===== config.mk =====
export PLATFORM = sky130hd
export DESIGN_NAME = json_lexer_byte_stream_core_flat
export DESIGN_NICKNAME = d
export VERILOG_FILES = /design/src/rtl/core/jlex_pkg.sv /design/src/rtl/core/jlex_ifs.sv /design/src/rtl/core/json_lexer_byte_stream_core.sv /design/src/flat_wrapper.sv
export VERILOG_INCLUDE_DIRS = /design/src /design/src/rtl/core
export SDC_FILE = /design/constraint.sdc
export NUM_CORES = 1
export LEC_CHECK = 0
export ABC_AREA = 1
export ABC_CLOCK_PERIOD_IN_PS = 5700
export BUFFER_PORTS_ARGS = -buffer_cell sky130_fd_sc_hd__buf_2
export CAP_MARGIN = 20
export CORE_MARGIN = 4
export CORE_UTILIZATION = 25
export DETAILED_ROUTE_END_ITERATION = 7
export MAX_ROUTING_LAYER = met4
export SYNTH_ARGS = -nofsm -noshare
export SYNTH_HDL_FRONTEND = slang
export SYNTH_SLANG_ARGS = --single-unit

===== constraint.sdc =====
create_clock -name clock -period 5.7 [get_ports clock]
set_input_delay 0.57 -clock clock [delete_from_list [all_inputs] [get_ports clock]]
set_output_delay 0.57 -clock clock [all_outputs]
set_load 0.005 [all_outputs]

===== src/rtl/core/assert_macros.svh =====
// ----------------------------------------------------------------------------
// assertion macros shared by the core rtl
// ----------------------------------------------------------------------------
`ifndef ASSERT_MACROS_SVH
`define ASSERT_MACROS_SVH

// property holds on every edge out of reset
`define ASSERT_ALWAYS(label, prop, msg) \
   label: assert property (@(posedge clock) disable iff (reset) (prop)) else $error(msg);

// same-cycle implication
`define ASSERT_IMPLY(label, ante, cons, msg) \
   label: assert property (@(posedge clock) disable iff (reset) (ante) |-> (cons)) \
      else $error(msg);

// next-cycle implication
`define ASSERT_NEXT(label, ante, cons, msg) \
   label: assert property (@(posedge clock) disable iff (reset) (ante) |=> (cons)) \
      else $error(msg);

`endif


===== src/rtl/core/jlex_pkg.sv =====
// ----------------------------------------------------------------------------
// jlex_pkg
// types, codes and character classes of the json byte stream lexer
// ----------------------------------------------------------------------------
package jlex_pkg;

   // lexer modes
   localparam logic [3:0] MODE_IDLE  = 4'd0;
   localparam logic [3:0] MODE_WS    = 4'd1;
   localparam logic [3:0] MODE_DIGIT = 4'd2;
   localparam logic [3:0] MODE_IDENT = 4'd3;
   localparam logic [3:0] MODE_SLASH = 4'd4;
   localparam logic [3:0] MODE_STR   = 4'd5;
   localparam logic [3:0] MODE_ESC   = 4'd6;
   localparam logic [3:0] MODE_HEX   = 4'd7;
   localparam logic [3:0] MODE_OCT   = 4'd8;

   // event kinds
   localparam logic [1:0] EV_CHAR  = 2'd0;
   localparam logic [1:0] EV_CLOSE = 2'd1;
   localparam logic [1:0] EV_DROP  = 2'd2;

   // token kinds
   localparam logic [2:0] TOK_SPACE = 3'd0;
   localparam logic [2:0] TOK_IDENT = 3'd1;
   localparam logic [2:0] TOK_PUNCT = 3'd2;
   localparam logic [2:0] TOK_DIGIT = 3'd3;
   localparam logic [2:0] TOK_STR   = 3'd4;

   // characters
   localparam logic [7:0] CH_DOLLAR = 8'h24;
   localparam logic [7:0] CH_USCORE = 8'h5f;
   localparam logic [7:0] CH_DQUOTE = 8'h22;
   localparam logic [7:0] CH_SQUOTE = 8'h27;
   localparam logic [7:0] CH_SLASH  = 8'h2f;
   localparam logic [7:0] CH_STAR   = 8'h2a;
   localparam logic [7:0] CH_BSLASH = 8'h5c;
   localparam logic [7:0] CH_LOW_N  = 8'h6e;
   localparam logic [7:0] CH_LOW_R  = 8'h72;
   localparam logic [7:0] CH_LOW_T  = 8'h74;
   localparam logic [7:0] CH_LOW_X  = 8'h78;
   localparam logic [7:0] CH_LF     = 8'd10;
   localparam logic [7:0] CH_CR     = 8'd13;
   localparam logic [7:0] CH_TAB    = 8'd9;
   localparam logic [7:0] CH_UP_F   = 8'h46;

   // most results one item can cause
   localparam int unsigned MAX_RESULTS = 4;
   localparam int unsigned OCT_DIGITS  = 3;

   typedef struct packed {
      logic [1:0] ev;
      logic [2:0] kind;
      logic [7:0] ch;
   } rsp_item_type;

   typedef struct packed {
      logic [1:0]   n;
      rsp_item_type r0;
      rsp_item_type r1;
      logic [3:0]   mode;
      logic         quote_load;
      logic         quote;
   } idle_out_type;

   typedef struct packed {
      logic push_char;
      logic push_close;
      logic to_esc;
   } str_out_type;

   function automatic rsp_item_type mk_item(logic [1:0] ev, logic [2:0] kind, logic [7:0] ch);
      rsp_item_type r;
      r.ev   = ev;
      r.kind = kind;
      r.ch   = ch;
      return r;
   endfunction

   function automatic logic is_ws(logic [7:0] c);
      return (c == 8'd32) || (c >= 8'd9 && c <= 8'd13);
   endfunction

   function automatic logic is_dig(logic [7:0] c);
      return c >= 8'h30 && c <= 8'h39;
   endfunction

   function automatic logic is_alpha(logic [7:0] c);
      return (c >= 8'h61 && c <= 8'h7a) || (c >= 8'h41 && c <= 8'h5a);
   endfunction

   function automatic logic is_punct(logic [7:0] c);
      return (c >= 8'd33 && c <= 8'd47) || (c >= 8'd58 && c <= 8'd64) ||
             (c >= 8'd91 && c <= 8'd96) || (c >= 8'd123 && c <= 8'd126);
   endfunction

   function automatic logic is_ident_start(logic [7:0] c);
      return is_alpha(c) || c == CH_USCORE || c == CH_DOLLAR;
   endfunction

   function automatic logic is_oct(logic [7:0] c);
      return c >= 8'h30 && c <= 8'h37;
   endfunction

   function automatic logic is_hex(logic [7:0] c);
      return is_dig(c) || (c >= 8'h61 && c <= 8'h66) || (c >= 8'h41 && c <= CH_UP_F);
   endfunction

   // letters a-f and A-F share the low nibble 1..6
   function automatic logic [3:0] hex_val(logic [7:0] c);
      return is_dig(c) ? c[3:0] : c[3:0] + 4'd9;
   endfunction

   // byte seen with no token open
   function automatic idle_out_type idle_step(logic [7:0] c);
      idle_out_type o;
      o = '0;
      o.mode = MODE_IDLE;
      if (is_ws(c)) begin
         o.n    = 2'd1;
         o.r0   = mk_item(EV_CHAR, TOK_SPACE, c);
         o.mode = MODE_WS;
      end else if (is_dig(c)) begin
         o.n    = 2'd1;
         o.r0   = mk_item(EV_CHAR, TOK_DIGIT, c);
         o.mode = MODE_DIGIT;
      end else if (is_ident_start(c)) begin
         o.n    = 2'd1;
         o.r0   = mk_item(EV_CHAR, TOK_IDENT, c);
         o.mode = MODE_IDENT;
      end else if (c == CH_DQUOTE || c == CH_SQUOTE) begin
         o.quote_load = 1'b1;
         o.quote      = (c == CH_SQUOTE);
         o.mode       = MODE_STR;
      end else if (c == CH_SLASH) begin
         o.mode = MODE_SLASH;
      end else if (is_punct(c)) begin
         o.n  = 2'd2;
         o.r0 = mk_item(EV_CHAR, TOK_PUNCT, c);
         o.r1 = mk_item(EV_CLOSE, TOK_PUNCT, 8'd0);
      end
      return o;
   endfunction

   // plain byte inside a string
   function automatic str_out_type str_step(logic [7:0] c, logic quote_single);
      str_out_type o;
      o = '0;
      if (c == CH_DQUOTE || c == CH_SQUOTE) begin
         o.push_close = ((c == CH_SQUOTE) == quote_single);
      end else if (c == CH_BSLASH) begin
         o.to_esc = 1'b1;
      end else begin
         o.push_char = 1'b1;
      end
      return o;
   endfunction

endpackage


===== src/rtl/core/jlex_ifs.sv =====
// ----------------------------------------------------------------------------
// jlex channel interfaces
// byte input channel and lexer event channel, valid/ready handshake
// ----------------------------------------------------------------------------
interface jlex_req_if;
   logic       valid;
   logic       ready;
   logic [7:0] byte_in;
   logic       end_mark;

   modport source (output valid, output byte_in, output end_mark, input ready);
   modport sink (input valid, input byte_in, input end_mark, output ready);
endinterface

interface jlex_rsp_if;
   logic       valid;
   logic       ready;
   logic [1:0] event_kind;
   logic [2:0] token_kind;
   logic [7:0] char_value;
   logic       last_of_run;

   modport source (output valid, output event_kind, output token_kind,
                   output char_value, output last_of_run, input ready);
   modport sink (input valid, input event_kind, input token_kind,
                 input char_value, input last_of_run, output ready);
endinterface


===== src/rtl/core/json_lexer_byte_stream_core.sv =====
// ----------------------------------------------------------------------------
// json_lexer_byte_stream_core
// byte-at-a-time lexer: each byte or end mark gives zero to four token events
// ----------------------------------------------------------------------------
//  channel   dir  handshake     payload
//  req_bus   in   valid/ready   byte_in, end_mark
//  rsp_bus   out  valid/ready   event_kind, token_kind, char_value, last_of_run
//
//  an item is decoded combinationally from the input register into the result list
//  the result list drains one event per cycle while rsp_bus is ready; most bytes give
//  one event and stream at one item per cycle while the output does not stall
//  the input register takes the next item while the list still drains
//  synchronous active-high reset clears lexer state and both registers' valids
// ----------------------------------------------------------------------------
`include "assert_macros.svh"

module json_lexer_byte_stream_core (
   input logic        clock,
   input logic        reset,
   jlex_req_if.sink   req_bus,
   jlex_rsp_if.source rsp_bus
);

   // input register
   logic       in_valid_ff;
   logic [7:0] in_byte_ff;
   logic       in_end_ff;

   // lexer state
   logic [3:0] mode_ff, mode_in;
   logic       quote_ff, quote_in;
   logic [7:0] esc_ff, esc_in;
   logic [1:0] oct_cnt_ff, oct_cnt_in;

   // result list
   jlex_pkg::rsp_item_type list_ff [jlex_pkg::MAX_RESULTS];
   jlex_pkg::rsp_item_type list_in [jlex_pkg::MAX_RESULTS];
   logic [2:0] count_ff, count_in;
   logic [1:0] idx_ff;

   jlex_pkg::idle_out_type idl;
   jlex_pkg::str_out_type  sto;
   jlex_pkg::rsp_item_type cur;
   logic do_idle, do_str;
   logic rsp_fire, is_last, consume;
   logic [7:0] c;
   logic [7:0] oct_val;
   logic [7:0] hex_next;

   assign c        = in_byte_ff;
   assign idl      = jlex_pkg::idle_step(c);
   assign sto      = jlex_pkg::str_step(c, quote_ff);
   assign oct_val  = {esc_ff[4:0], c[2:0]};
   assign hex_next = {esc_ff[3:0], jlex_pkg::hex_val(c)};

   assign cur      = list_ff[idx_ff];
   assign is_last  = ({1'b0, idx_ff} == count_ff - 3'd1);
   assign rsp_fire = rsp_bus.valid && rsp_bus.ready;
   assign consume  = in_valid_ff && (count_ff == 3'd0 || (rsp_fire && is_last));

   assign req_bus.ready       = !in_valid_ff || consume;
   assign rsp_bus.valid       = (count_ff != 3'd0);
   assign rsp_bus.event_kind  = cur.ev;
   assign rsp_bus.token_kind  = cur.kind;
   assign rsp_bus.char_value  = cur.ch;
   assign rsp_bus.last_of_run = is_last;

   // decode one item into the event list and the next lexer state
   always_comb begin
      list_in    = '{default: '0};
      count_in   = 3'd0;
      mode_in    = mode_ff;
      quote_in   = quote_ff;
      esc_in     = esc_ff;
      oct_cnt_in = oct_cnt_ff;
      do_idle    = 1'b0;
      do_str     = 1'b0;
      if (in_end_ff) begin
         case (mode_ff)
            jlex_pkg::MODE_WS: begin
               list_in[0] = jlex_pkg::mk_item(jlex_pkg::EV_CLOSE, jlex_pkg::TOK_SPACE, 8'd0);
               count_in   = 3'd1;
            end
            jlex_pkg::MODE_DIGIT: begin
               list_in[0] = jlex_pkg::mk_item(jlex_pkg::EV_CLOSE, jlex_pkg::TOK_DIGIT, 8'd0);
               count_in   = 3'd1;
            end
            jlex_pkg::MODE_IDENT: begin
               list_in[0] = jlex_pkg::mk_item(jlex_pkg::EV_CLOSE, jlex_pkg::TOK_IDENT, 8'd0);
               count_in   = 3'd1;
            end
            jlex_pkg::MODE_SLASH: begin
               list_in[0] = jlex_pkg::mk_item(jlex_pkg::EV_CHAR, jlex_pkg::TOK_PUNCT,
                                              jlex_pkg::CH_SLASH);
               list_in[1] = jlex_pkg::mk_item(jlex_pkg::EV_CLOSE, jlex_pkg::TOK_PUNCT, 8'd0);
               count_in   = 3'd2;
            end
            jlex_pkg::MODE_STR, jlex_pkg::MODE_ESC, jlex_pkg::MODE_HEX,
            jlex_pkg::MODE_OCT: begin
               list_in[0] = jlex_pkg::mk_item(jlex_pkg::EV_DROP, jlex_pkg::TOK_STR, 8'd0);
               count_in   = 3'd1;
            end
            default: begin
            end
         endcase
         mode_in    = jlex_pkg::MODE_IDLE;
         quote_in   = 1'b0;
         esc_in     = 8'd0;
         oct_cnt_in = 2'd0;
      end else begin
         case (mode_ff)
            jlex_pkg::MODE_WS: begin
               if (jlex_pkg::is_ws(c)) begin
                  list_in[0] = jlex_pkg::mk_item(jlex_pkg::EV_CHAR, jlex_pkg::TOK_SPACE, c);
                  count_in   = 3'd1;
               end else begin
                  list_in[0] = jlex_pkg::mk_item(jlex_pkg::EV_CLOSE, jlex_pkg::TOK_SPACE, 8'd0);
                  count_in   = 3'd1;
                  do_idle    = 1'b1;
               end
            end
            jlex_pkg::MODE_DIGIT: begin
               if (jlex_pkg::is_dig(c)) begin
                  list_in[0] = jlex_pkg::mk_item(jlex_pkg::EV_CHAR, jlex_pkg::TOK_DIGIT, c);
                  count_in   = 3'd1;
               end else begin
                  list_in[0] = jlex_pkg::mk_item(jlex_pkg::EV_CLOSE, jlex_pkg::TOK_DIGIT, 8'd0);
                  count_in   = 3'd1;
                  do_idle    = 1'b1;
               end
            end
            jlex_pkg::MODE_IDENT: begin
               if (jlex_pkg::is_ident_start(c) || jlex_pkg::is_dig(c)) begin
                  list_in[0] = jlex_pkg::mk_item(jlex_pkg::EV_CHAR, jlex_pkg::TOK_IDENT, c);
                  count_in   = 3'd1;
               end else begin
                  list_in[0] = jlex_pkg::mk_item(jlex_pkg::EV_CLOSE, jlex_pkg::TOK_IDENT, 8'd0);
                  count_in   = 3'd1;
                  do_idle    = 1'b1;
               end
            end
            jlex_pkg::MODE_SLASH: begin
               mode_in = jlex_pkg::MODE_IDLE;
               // comment openers are swallowed, anything else makes a lone slash token
               if (c != jlex_pkg::CH_STAR && c != jlex_pkg::CH_SLASH) begin
                  list_in[0] = jlex_pkg::mk_item(jlex_pkg::EV_CHAR, jlex_pkg::TOK_PUNCT,
                                                 jlex_pkg::CH_SLASH);
                  list_in[1] = jlex_pkg::mk_item(jlex_pkg::EV_CLOSE, jlex_pkg::TOK_PUNCT, 8'd0);
                  count_in   = 3'd2;
                  do_idle    = 1'b1;
               end
            end
            jlex_pkg::MODE_STR: begin
               do_str = 1'b1;
            end
            jlex_pkg::MODE_ESC: begin
               mode_in  = jlex_pkg::MODE_STR;
               count_in = 3'd1;
               if (c == jlex_pkg::CH_LOW_N) begin
                  list_in[0] = jlex_pkg::mk_item(jlex_pkg::EV_CHAR, jlex_pkg::TOK_STR,
                                                 jlex_pkg::CH_LF);
               end else if (c == jlex_pkg::CH_LOW_R) begin
                  list_in[0] = jlex_pkg::mk_item(jlex_pkg::EV_CHAR, jlex_pkg::TOK_STR,
                                                 jlex_pkg::CH_CR);
               end else if (c == jlex_pkg::CH_LOW_T) begin
                  list_in[0] = jlex_pkg::mk_item(jlex_pkg::EV_CHAR, jlex_pkg::TOK_STR,
                                                 jlex_pkg::CH_TAB);
               end else if (c == jlex_pkg::CH_LOW_X) begin
                  count_in   = 3'd0;
                  mode_in    = jlex_pkg::MODE_HEX;
                  esc_in     = 8'd0;
                  oct_cnt_in = 2'd0;
               end else if (jlex_pkg::is_oct(c)) begin
                  count_in   = 3'd0;
                  mode_in    = jlex_pkg::MODE_OCT;
                  esc_in     = {5'd0, c[2:0]};
                  oct_cnt_in = 2'd1;
               end else begin
                  list_in[0] = jlex_pkg::mk_item(jlex_pkg::EV_CHAR, jlex_pkg::TOK_STR, c);
               end
            end
            jlex_pkg::MODE_HEX: begin
               if (jlex_pkg::is_hex(c)) begin
                  esc_in     = hex_next;
                  oct_cnt_in = 2'd1;
               end else begin
                  // no digit read: the escape stands for a plain x
                  list_in[0] = jlex_pkg::mk_item(jlex_pkg::EV_CHAR, jlex_pkg::TOK_STR,
                                  (oct_cnt_ff != 2'd0) ? esc_ff : jlex_pkg::CH_LOW_X);
                  count_in   = 3'd1;
                  mode_in    = jlex_pkg::MODE_STR;
                  esc_in     = 8'd0;
                  oct_cnt_in = 2'd0;
                  do_str     = 1'b1;
               end
            end
            jlex_pkg::MODE_OCT: begin
               if (jlex_pkg::is_oct(c) && oct_cnt_ff < 2'(jlex_pkg::OCT_DIGITS)) begin
                  if (oct_cnt_ff == 2'(jlex_pkg::OCT_DIGITS - 1)) begin
                     list_in[0] = jlex_pkg::mk_item(jlex_pkg::EV_CHAR, jlex_pkg::TOK_STR,
                                                    oct_val);
                     count_in   = 3'd1;
                     mode_in    = jlex_pkg::MODE_STR;
                     esc_in     = 8'd0;
                     oct_cnt_in = 2'd0;
                  end else begin
                     esc_in     = oct_val;
                     oct_cnt_in = oct_cnt_ff + 2'd1;
                  end
               end else begin
                  list_in[0] = jlex_pkg::mk_item(jlex_pkg::EV_CHAR, jlex_pkg::TOK_STR, esc_ff);
                  count_in   = 3'd1;
                  mode_in    = jlex_pkg::MODE_STR;
                  esc_in     = 8'd0;
                  oct_cnt_in = 2'd0;
                  do_str     = 1'b1;
               end
            end
            default: begin
               do_idle = 1'b1;
            end
         endcase

         // byte that falls through to the idle decoder
         if (do_idle) begin
            if (idl.n != 2'd0) begin
               list_in[count_in[1:0]] = idl.r0;
               count_in               = count_in + 3'd1;
            end
            if (idl.n == 2'd2) begin
               list_in[count_in[1:0]] = idl.r1;
               count_in               = count_in + 3'd1;
            end
            mode_in = idl.mode;
            if (idl.quote_load) begin
               quote_in = idl.quote;
            end
         end

         // byte handled as plain string content
         if (do_str) begin
            if (sto.push_char) begin
               list_in[count_in[1:0]] = jlex_pkg::mk_item(jlex_pkg::EV_CHAR,
                                                          jlex_pkg::TOK_STR, c);
               count_in               = count_in + 3'd1;
            end
            if (sto.push_close) begin
               list_in[count_in[1:0]] = jlex_pkg::mk_item(jlex_pkg::EV_CLOSE,
                                                          jlex_pkg::TOK_STR, 8'd0);
               count_in               = count_in + 3'd1;
               mode_in                = jlex_pkg::MODE_IDLE;
               quote_in               = 1'b0;
            end
            if (sto.to_esc) begin
               mode_in = jlex_pkg::MODE_ESC;
            end
         end
      end
   end

   always_ff @(posedge clock) begin
      if (reset) begin
         in_valid_ff <= 1'b0;
         count_ff    <= 3'd0;
         idx_ff      <= 2'd0;
         mode_ff     <= jlex_pkg::MODE_IDLE;
         quote_ff    <= 1'b0;
         esc_ff      <= 8'd0;
         oct_cnt_ff  <= 2'd0;
      end else begin
         if (req_bus.ready) begin
            in_valid_ff <= req_bus.valid;
         end
         if (consume) begin
            count_ff   <= count_in;
            idx_ff     <= 2'd0;
            mode_ff    <= mode_in;
            quote_ff   <= quote_in;
            esc_ff     <= esc_in;
            oct_cnt_ff <= oct_cnt_in;
         end else if (rsp_fire) begin
            if (is_last) begin
               count_ff <= 3'd0;
               idx_ff   <= 2'd0;
            end else begin
               idx_ff <= idx_ff + 2'd1;
            end
         end
      end
   end

   always_ff @(posedge clock) begin
      if (req_bus.ready && req_bus.valid) begin
         in_byte_ff <= req_bus.byte_in;
         in_end_ff  <= req_bus.end_mark;
      end
      if (consume) begin
         list_ff <= list_in;
      end
   end

   `ASSERT_ALWAYS(a_idx_in_list, !rsp_bus.valid || ({1'b0, idx_ff} < count_ff),
                  "result index beyond list")
   `ASSERT_IMPLY(a_esc_clear, !(mode_ff == jlex_pkg::MODE_HEX || mode_ff == jlex_pkg::MODE_OCT),
                 esc_ff == 8'd0, "escape value left over outside an escape")
   `ASSERT_NEXT(a_end_resets, consume && in_end_ff,
                mode_ff == jlex_pkg::MODE_IDLE && !quote_ff,
                "lexer not idle after end of stream")
   `ASSERT_NEXT(a_run_continues, rsp_fire && !is_last, rsp_bus.valid,
                "multi-event item cut short")

endmodule


===== src/flat_wrapper.sv =====
// flat-port wrapper written by rule: the top's interface ports become plain ports
module json_lexer_byte_stream_core_flat 
  (clock, reset, req_bus_valid, req_bus_byte_in, req_bus_end_mark, req_bus_ready, rsp_bus_valid, rsp_bus_event_kind, rsp_bus_token_kind, rsp_bus_char_value, rsp_bus_last_of_run, rsp_bus_ready);
  jlex_req_if req_bus_i ();
  jlex_rsp_if rsp_bus_i ();
  input logic clock;
  input logic reset;
  input wire logic [$bits(req_bus_i.valid)-1:0] req_bus_valid;
  input wire logic [$bits(req_bus_i.byte_in)-1:0] req_bus_byte_in;
  input wire logic [$bits(req_bus_i.end_mark)-1:0] req_bus_end_mark;
  output wire logic [$bits(req_bus_i.ready)-1:0] req_bus_ready;
  output wire logic [$bits(rsp_bus_i.valid)-1:0] rsp_bus_valid;
  output wire logic [$bits(rsp_bus_i.event_kind)-1:0] rsp_bus_event_kind;
  output wire logic [$bits(rsp_bus_i.token_kind)-1:0] rsp_bus_token_kind;
  output wire logic [$bits(rsp_bus_i.char_value)-1:0] rsp_bus_char_value;
  output wire logic [$bits(rsp_bus_i.last_of_run)-1:0] rsp_bus_last_of_run;
  input wire logic [$bits(rsp_bus_i.ready)-1:0] rsp_bus_ready;
  assign req_bus_i.valid = req_bus_valid;
  assign req_bus_i.byte_in = req_bus_byte_in;
  assign req_bus_i.end_mark = req_bus_end_mark;
  assign req_bus_ready = req_bus_i.ready;
  assign rsp_bus_valid = rsp_bus_i.valid;
  assign rsp_bus_event_kind = rsp_bus_i.event_kind;
  assign rsp_bus_token_kind = rsp_bus_i.token_kind;
  assign rsp_bus_char_value = rsp_bus_i.char_value;
  assign rsp_bus_last_of_run = rsp_bus_i.last_of_run;
  assign rsp_bus_i.ready = rsp_bus_ready;
  json_lexer_byte_stream_core u_core (.clock(clock), .reset(reset), .req_bus(req_bus_i), .rsp_bus(rsp_bus_i));
endmodule

==> results.txt, run 1 <==
----------------------------------------------------
[Cells and area]
  Layout Cell Area excl Fill ... 0.00676 mm²
  Most frequent cells in the layout ... nand2_1, nor2_1, inv_1, o21ai_0, edfxtp_1
  N_diodes ... 0
  Final-stage net count ... 891
  Most common library cell in the layout ignoring fill and taps ... nand2_1
  Core occupancy in the finished layout ... 28.7%
  Share of cells above drive strength 1 ... 15.0%
  Layout fillers ... 2628
  Non-filler cells in the finished layout ... 1178
  Area growth, synth to finish ... 12.6%

[Synth]
  Fraction of registers with async set or reset after synthesis ... 0%
  Sequential-to-total area share from yosys stat ... 36.0%
  Synthesized cell area ... 0.00601 mm²
  Unique masters post-synth ... 49
  Dominant synthesized flop cell ... edfxtp_1
  EDFF count, synth ... 58
  Syn Area/Cell ... 7.19 µm²
  Yosys warning count ... 0
  Gate count after technology mapping ... 835
  Syn nets ... 872
  Flip-flop and latch count after synthesis ... 79

[Global route]
  Wire length of the first global-routing pass ... 30.3 mm
  Total overflow reported by the global router ... 0
  Initial antenna violation count ... 0
  Total global-route track usage ... 15.1%
  Vias in the first global route ... 5432
  Pin count of the biggest net entering global routing ... 51

[Worst hold path]
  Terminating pin of the worst hold path ... u_core.c[7]
  Startpoint of the worst hold path ... req_bus_byte_in[7]
  Worst hold stages ... 1
  Class of the worst hold path ... primary input to register

[Placement]
  Inst Count DP ... 1162
  Post-detail-place hpwl ... 15.0 mm
  Place WS ... 0.550 ns
  Routability cong. ... 0.961
  Post-Place Cell Area ... 0.00644 mm²
  Total of buffers placed on input and output ports ... 28

[Power]
  Proportion of total power due to net switching ... 32.4%
  Worst voltage drop across the vdd grid ... 0.000148 V
  Leakage power summed over all cells ... 2.82 nW
  Power Dens Cells ... 253 mW/mm²
  Share of total power in combinational logic ... 22.4%
  Int Pwr ... 1.16 mW
  Total net switching power ... 0.555 mW
  Clock power share ... 37.6%
  Proportion of power drawn by flip-flops and latches ... 40.0%
  Post-layout power ... 1.71 mW

[Floorplanning]
  Horizontal die dimension ... 163 µm
  Standard cell core area ... 0.0235 mm²
  Initial cell density of the core ... 25.5%
  Die area ... 0.0266 mm²
  Die span in y ... 163 µm
  # IOs ... 29
  Rows ... 56

[STA]
  Final Critical Period ... 5.31 ns
  Total count of max-transition violations in the final report ... 0
  Number of hold violations in the final report ... 0
  Max-Slew Margin vs Limit ... 32.4%
  Unrepaired setup endpoints after global routing ... no
  Transition time of the tightest slew-check pin ... 1.01 ns
  Minimum hold slack ... 0.384 ns
  Largest clock skew in the final design ... 0.0150 ns
  Peak clock frequency supported by timing ... 188 MHz
  Final Worst Setup Slack ... 0.386 ns
  Tcrit/Tclk final ... 93.2%
  Setup Total Neg Slack ... 0 ns
  Setup-failing EPs final ... 0

[Setup path]
  Worst Path Required ... 5.87 ns
  Endpoint of the worst register-to-register path ... u_core.list_ff[19]
  Worst-path cell with the longest stage delay ... edfxtp_1
  Reg-to-reg slack, setup ... 0.39 ns
  Arrival time reported for the critical path endpoint ... 5.49 ns
  Most frequent cell on the critical path ... nand2_1
  Cell family with most CP delay ... simple AND/OR/NAND/NOR gates
  Largest stage delay, worst path ... 0.76 ns
  Critical path capture point type ... register
  CP Launch Type ... register
  Launch point of the worst path ... u_core.c[3]
  Critical path class ... register to register
  Worst Reg-to-Reg Cells ... 28
  Buffer and inverter count on the worst path ... 7
  Start of the worst register-to-register path ... u_core.c[3]
  CP Max Fanout ... 11

[Drt]
  Drt drc ... 0
  Count of TritonRoute iterations in the first routing pass ... 5
  Average wire per standard cell ... 16.3 µm
  Total length of routed wires ... 19.2 mm
  Via count ... 5752
  Mean number of vias per cell ... 4.88
  ANT nets after route ... 0
  First-iteration detailed-routing DRC count ... 491

[Clock tree]
  Clock Tree Buf Depth ... 2
  Clk root buf ... clkbuf_16
  Reg clk slew, reported paths ... 0.07 ns
  Clock tree from TritonCTS ... done
  Clk sink count ... 79
  H-tree levels ... 3
  CTS-repair resized insts ... 0
  Clock latency of the later-clocked register in the worst-skew pair ... 0.36 ns
  Hold-fix buffers at CTS ... 0
  Clock buffers created by TritonCTS ... 9
  Post-CTS Setup Repair Bufs ... 0

[Job]
  Number of violations of the max-capacitance limit ... 0

[Status]
  Outcome ... completed

----------------------------------------------------
worst max-delay path by stage:
stage | endpoint | slack [ns] | depth (start not counted)
CTS | u_core.list_ff[19] | 0.48 | 28
floorplan | u_core.list_ff[42] | 1.51 | 30
global route | u_core.list_ff[19] | 0.05 | 28
detailed placement | u_core.list_ff[19] | 0.55 | 28
finish | u_core.list_ff[19] | 0.39 | 28
global placement | u_core.list_ff[19] | 0.55 | 28
routing by layer:
layer / global-route usage [%] / routed length, µm / vias up
met1: 20.4 / 8780 / 2668
li1: - / - / 2833
met2: 22.5 / 8590 / 219
met3: 2.68 / 1390 / 32
met5: - / 0 / -
met4: 5.68 / 487 / 0
layout make-up:
cell class	instances	area, µm²	area share [%]
sequential	79	2160	32.0
inverter	120	453	6.70
multi-input combinational	614	3270	48.4
clock inverter	6	93.8	1.39
tap	319	399	5.90
timing repair buffer	30	155	2.29
clock buffer	10	229	3.39
power groups by stage:
stage | logic (mW) | clock network (mW) | registers (mW)
2_1_floorplan | 0.289 | 0 | 0.677
3_3_place_gp | 0.378 | 0 | 0.696
3_5_place_dp | 0.379 | 0 | 0.696
4_1_cts | 0.381 | 0.657 | 0.684
5_1_grt | 0.428 | 0.681 | 0.688
6_report | 0.383 | 0.644 | 0.684
worst reg2reg max path, delay by kind of cell, from the launching register on:
| kind | cells | cell delay [ns] |
|---|---|---|
| compound gates | 4 | 1.02 |
| buf+inv | 7 | 0.74 |
| flops | 1 | 0.76 |
| fa+ha+maj | 4 | 1.08 |
| simple gates | 13 | 1.53 |
synth_stat cells, types with 4 or more instances:
cell | n | area share, %
a211oi_1 | 5 | 0.63
a21oi_1 | 42 | 3.5
buf_4 | 5 | 0.63
clkbuf_1 | 11 | 0.69
dfxtp_1 | 21 | 7.0
edfxtp_1 | 58 | 29
ha_1 | 24 | 5.0
inv_1 | 89 | 5.6
inv_2 | 29 | 1.8
nand2_1 | 168 | 10
nand2_2 | 13 | 1.4
nand2_4 | 4 | 0.75
nand3_1 | 47 | 3.9
nand3_2 | 5 | 0.83
nand4_1 | 10 | 1.0
nor2_1 | 116 | 7.3
nor2_2 | 14 | 1.5
nor2_4 | 4 | 0.75
nor3_1 | 19 | 1.6
o211ai_1 | 9 | 1.1
o21ai_0 | 67 | 5.6
o21ai_1 | 7 | 0.58
o21ai_2 | 4 | 0.58
o22ai_1 | 20 | 2.1
registers in the layout (all words and copies together) (netlist names):
signal / cells
u_core.mode_ff: 4
u_core.count_ff: 3
u_core.in_end_ff: 1
u_core.c: 8
u_core.in_valid_ff: 1
u_core.quote_ff: 1
u_core.list_ff: 49
u_core.idx_ff: 2
u_core.oct_cnt_ff: 2
u_core.esc_ff: 8
logic make-up after synthesis:
family	synth area share, %
AO/OA/AOI/OAI	16.8
XOR/XNOR	0.729
adder cells (fa/ha/maj)	5.00
buffers and inverters	9.54
flip-flops	36.0
AND/OR/NAND/NOR	31.9
Power figures use the tool's default switching activity.
==> run 2: changes to the inputs <==
--- a/config.mk
+++ b/config.mk
@@ -7,9 +7,10 @@
 export NUM_CORES = 1
 export LEC_CHECK = 0
 export ABC_AREA = 1
-export ABC_CLOCK_PERIOD_IN_PS = 5700
+export ABC_CLOCK_PERIOD_IN_PS = 4450
 export BUFFER_PORTS_ARGS = -buffer_cell sky130_fd_sc_hd__buf_2
 export CAP_MARGIN = 20
+export CORE_ASPECT_RATIO = 0.75
 export CORE_MARGIN = 4
 export CORE_UTILIZATION = 25
 export DETAILED_ROUTE_END_ITERATION = 7
==> constraint.sdc (replaced) <==
create_clock -name clock -period 4.45 [get_ports clock]
set_input_delay 0.445 -clock clock [delete_from_list [all_inputs] [get_ports clock]]
set_output_delay 0.445 -clock clock [all_outputs]
set_load 0.005 [all_outputs]
==> run 2 against run 1 <==
  * Clock power rose by 32%
  * Global-route usage rose by 1.2 points
  * Clock-buffer cell count fell by 1
  * Final cell count rose by 5.9%
  * Sequential share of layout area fell by 3.5 points
  * Clock skew rose by 0.0024 ns
  * Critical path depth rose by 1
  * First-iteration DRC count rose by 43%
  * Sequential power rose by 26%
  * Combinational power rose by 61%
  * Largest power group unchanged
==> results.txt, run 2 (synthesized netlist as in run 1, its figures left out) <==
----------------------------------------------------
[Global route]
  Total overflow reported by the global router ... 0 (unchanged)
  Total global-route track usage ... 16.3% (+1.2 points)
  Wire length of the first global-routing pass ... 32.7 mm (+7.9%)
  Pin count of the biggest net entering global routing ... 34 (-33%)
  Initial antenna violation count ... 1 (+1)
  Vias in the first global route ... 5549 (+2.2%)

[Placement]
  Inst Count DP ... 1203 (+3.5%)
  Post-Place Cell Area ... 0.00687 mm² (+6.6%)
  Routability cong. ... 1.00 (+4.4%)
  Total of buffers placed on input and output ports ... 28 (unchanged)
  Post-detail-place hpwl ... 16.6 mm (+11%)
  Place WS ... 0.0436 ns (-0.507 ns)

[Setup path]
  Critical path capture point type ... register
  Worst-path cell with the longest stage delay ... edfxtp_1
  CP Max Fanout ... 5 (-6)
  CP Launch Type ... register
  Critical path class ... register to register
  Largest stage delay, worst path ... 0.48 ns (-0.28 ns)
  Worst Path Required ... 4.68 ns (-1.19 ns)
  Arrival time reported for the critical path endpoint ... 4.44 ns (-1.05 ns)

[Floorplanning]
  Standard cell core area ... 0.0233 mm² (-1.0%)
  Rows ... 48 (-14%)
  # IOs ... 29 (unchanged)
  Initial cell density of the core ... 25.8% (+0.26 points)
  Die span in y ... 142 µm (-13%)
  Horizontal die dimension ... 187 µm (+15%)
  Die area ... 0.0266 mm² (about the same)

[Drt]
  Count of TritonRoute iterations in the first routing pass ... 7 (+2)
  Detailed-route wire length on metal 1 ... 10.9 mm (+24%)
  Drt drc ... 0 (unchanged)
  Average wire per standard cell ... 17.1 µm (+4.7%)
  DR WL met2 ... 8.25 mm (-4.0%)
  Top routing layer used ... met4
  Detailed-routed wire length on met3 ... 2.05 mm (+47%)
  Mean number of vias per cell ... 4.86 (-0.47%)
  ANT nets after route ... 0 (unchanged)
  First-iteration detailed-routing DRC count ... 704 (+43%)
  Via count ... 6065 (+5.4%)
  Total length of routed wires ... 21.4 mm (+11%)

[Cells and area]
  Layout Cell Area excl Fill ... 0.00758 mm² (+12%)
  Area growth, synth to finish ... 26.3%
  Register name with the most flops ... u_core.list_ff
  Non-filler cells in the finished layout ... 1248 (+5.9%)
  Most common library cell in the layout ignoring fill and taps ... nand2_1
  Max FFs per register ... 49 (unchanged)
  Final-stage net count ... 979 (+9.9%)
  Layout fillers ... 2545 (-3.2%)
  Most frequent cells in the layout ... nand2_1, nor2_1, buf_4, inv_1, o21ai_0
  Core occupancy in the finished layout ... 32.5% (+3.8 points)
  Share of cells above drive strength 1 ... 26.0% (+11 points)
  Registers with the highest flip-flop counts ... u_core.list_ff (49), u_core.c (8), u_core.esc_ff (8)

[STA]
  Final Critical Period ... 4.21 ns (-1.10 ns)
  Setup Total Neg Slack ... 0 ns (unchanged)
  Max-Slew Margin vs Limit ... 34.6% (+2.2 points)
  Tcrit/Tclk final ... 94.7% (+1.5 points)
  Peak clock frequency supported by timing ... 237 MHz (+26%)
  Largest clock skew in the final design ... 0.0174 ns (+0.00241 ns)
  Total count of max-transition violations in the final report ... 0 (unchanged)
  Minimum hold slack ... 0.252 ns (-0.133 ns)
  Final Worst Setup Slack ... 0.236 ns (-0.150 ns)
  Transition time of the tightest slew-check pin ... 0.980 ns (-0.0336 ns)
  Setup-failing EPs final ... 0 (unchanged)
  Number of hold violations in the final report ... 0 (unchanged)

[Clock tree]
  Clk root buf ... clkbuf_16
  Clock buffers created by TritonCTS ... 9 (unchanged)
  Clk sink count ... 79 (unchanged)
  Clock Tree Buf Depth ... 2 (unchanged)
  Clock tree from TritonCTS ... done
  Reg clk slew, reported paths ... 0.08 ns (about the same)
  H-tree levels ... 3 (unchanged)
  Clock latency of the later-clocked register in the worst-skew pair ... 0.36 ns (about the same)
  Hold-fix buffers at CTS ... 0 (unchanged)

[Power]
  Power Dens Cells ... 306 mW/mm² (+21%)
  Worst voltage drop across the vdd grid ... 0.000194 V (+31%)
  Leakage power summed over all cells ... 3.25 nW (+15%)
  Post-layout power ... 2.32 mW (+36%)

[Status]
  Outcome ... completed

[Worst hold path]
  Class of the worst hold path ... primary input to register

[Job]
  Number of violations of the max-capacitance limit ... 0 (unchanged)

----------------------------------------------------
-- run 2: cell types whose count changed in the layout (fill, tap and decap cells not counted), sizes merged --
cell and change:
buf +88, clkbuf -1, clkinv -2, clkinvlp +1, diode +1, inv +2
-- run 2: area by class of cell --
cell class / count / area [µm²] / share of cell area (%)
timing repair buffer: 118 / 835 / 11.0
multi-input combinational: 614 / 3420 / 45.1
antenna: 1 / 2.50 / 0.0330
tap: 300 / 375 / 4.95
clock inverter: 7 / 104 / 1.37
clock buffer: 9 / 225 / 2.97
sequential: 79 / 2160 / 28.5
inverter: 120 / 460 / 6.07
-- run 2: what timing repair did --
action | CTS | global route
hold endpoints to repair | 0 | 0
endpoints found under the setup margin | 0 | 37
gates resized for setup | 0 | 48
buffers inserted | 0 | 28
-- run 2: metal layers --
layer  track usage, %  vias to the layer above
met5                -                        -
met4             3.03                        0
met3             4.51                       13
met2             20.9                      236
met1             25.0                     2802
li1                 -                     3014
-- run 2: worst paths after layout --
check	from	endpoint	slack, ns	cells after the start
hold reg to reg	u_core.count_ff[1]	u_core.count_ff[1]	0.47	2
hold / removal	req_bus_byte_in[2]	u_core.c[2]	0.25	1
setup / recovery	u_core.c[0]	u_core.list_ff[7]	0.24	29
setup reg to reg	u_core.c[0]	u_core.list_ff[7]	0.24	29
-- run 2: power breakdown --
group | internal, mW | switching (mW)
logic | 0.216 | 0.399
registers | 0.839 | 0.0214
clock network | 0.500 | 0.349
-- run 2: critical path, delay by kind of cell (launching register included) --
| family | cells | cell delay, ns |
|---|---|---|
| compound gates | 2 | 0.23 |
| fa+ha+maj | 5 | 1.22 |
| flops | 1 | 0.48 |
| buf+inv | 8 | 0.76 |
| simple gates | 14 | 1.38 |
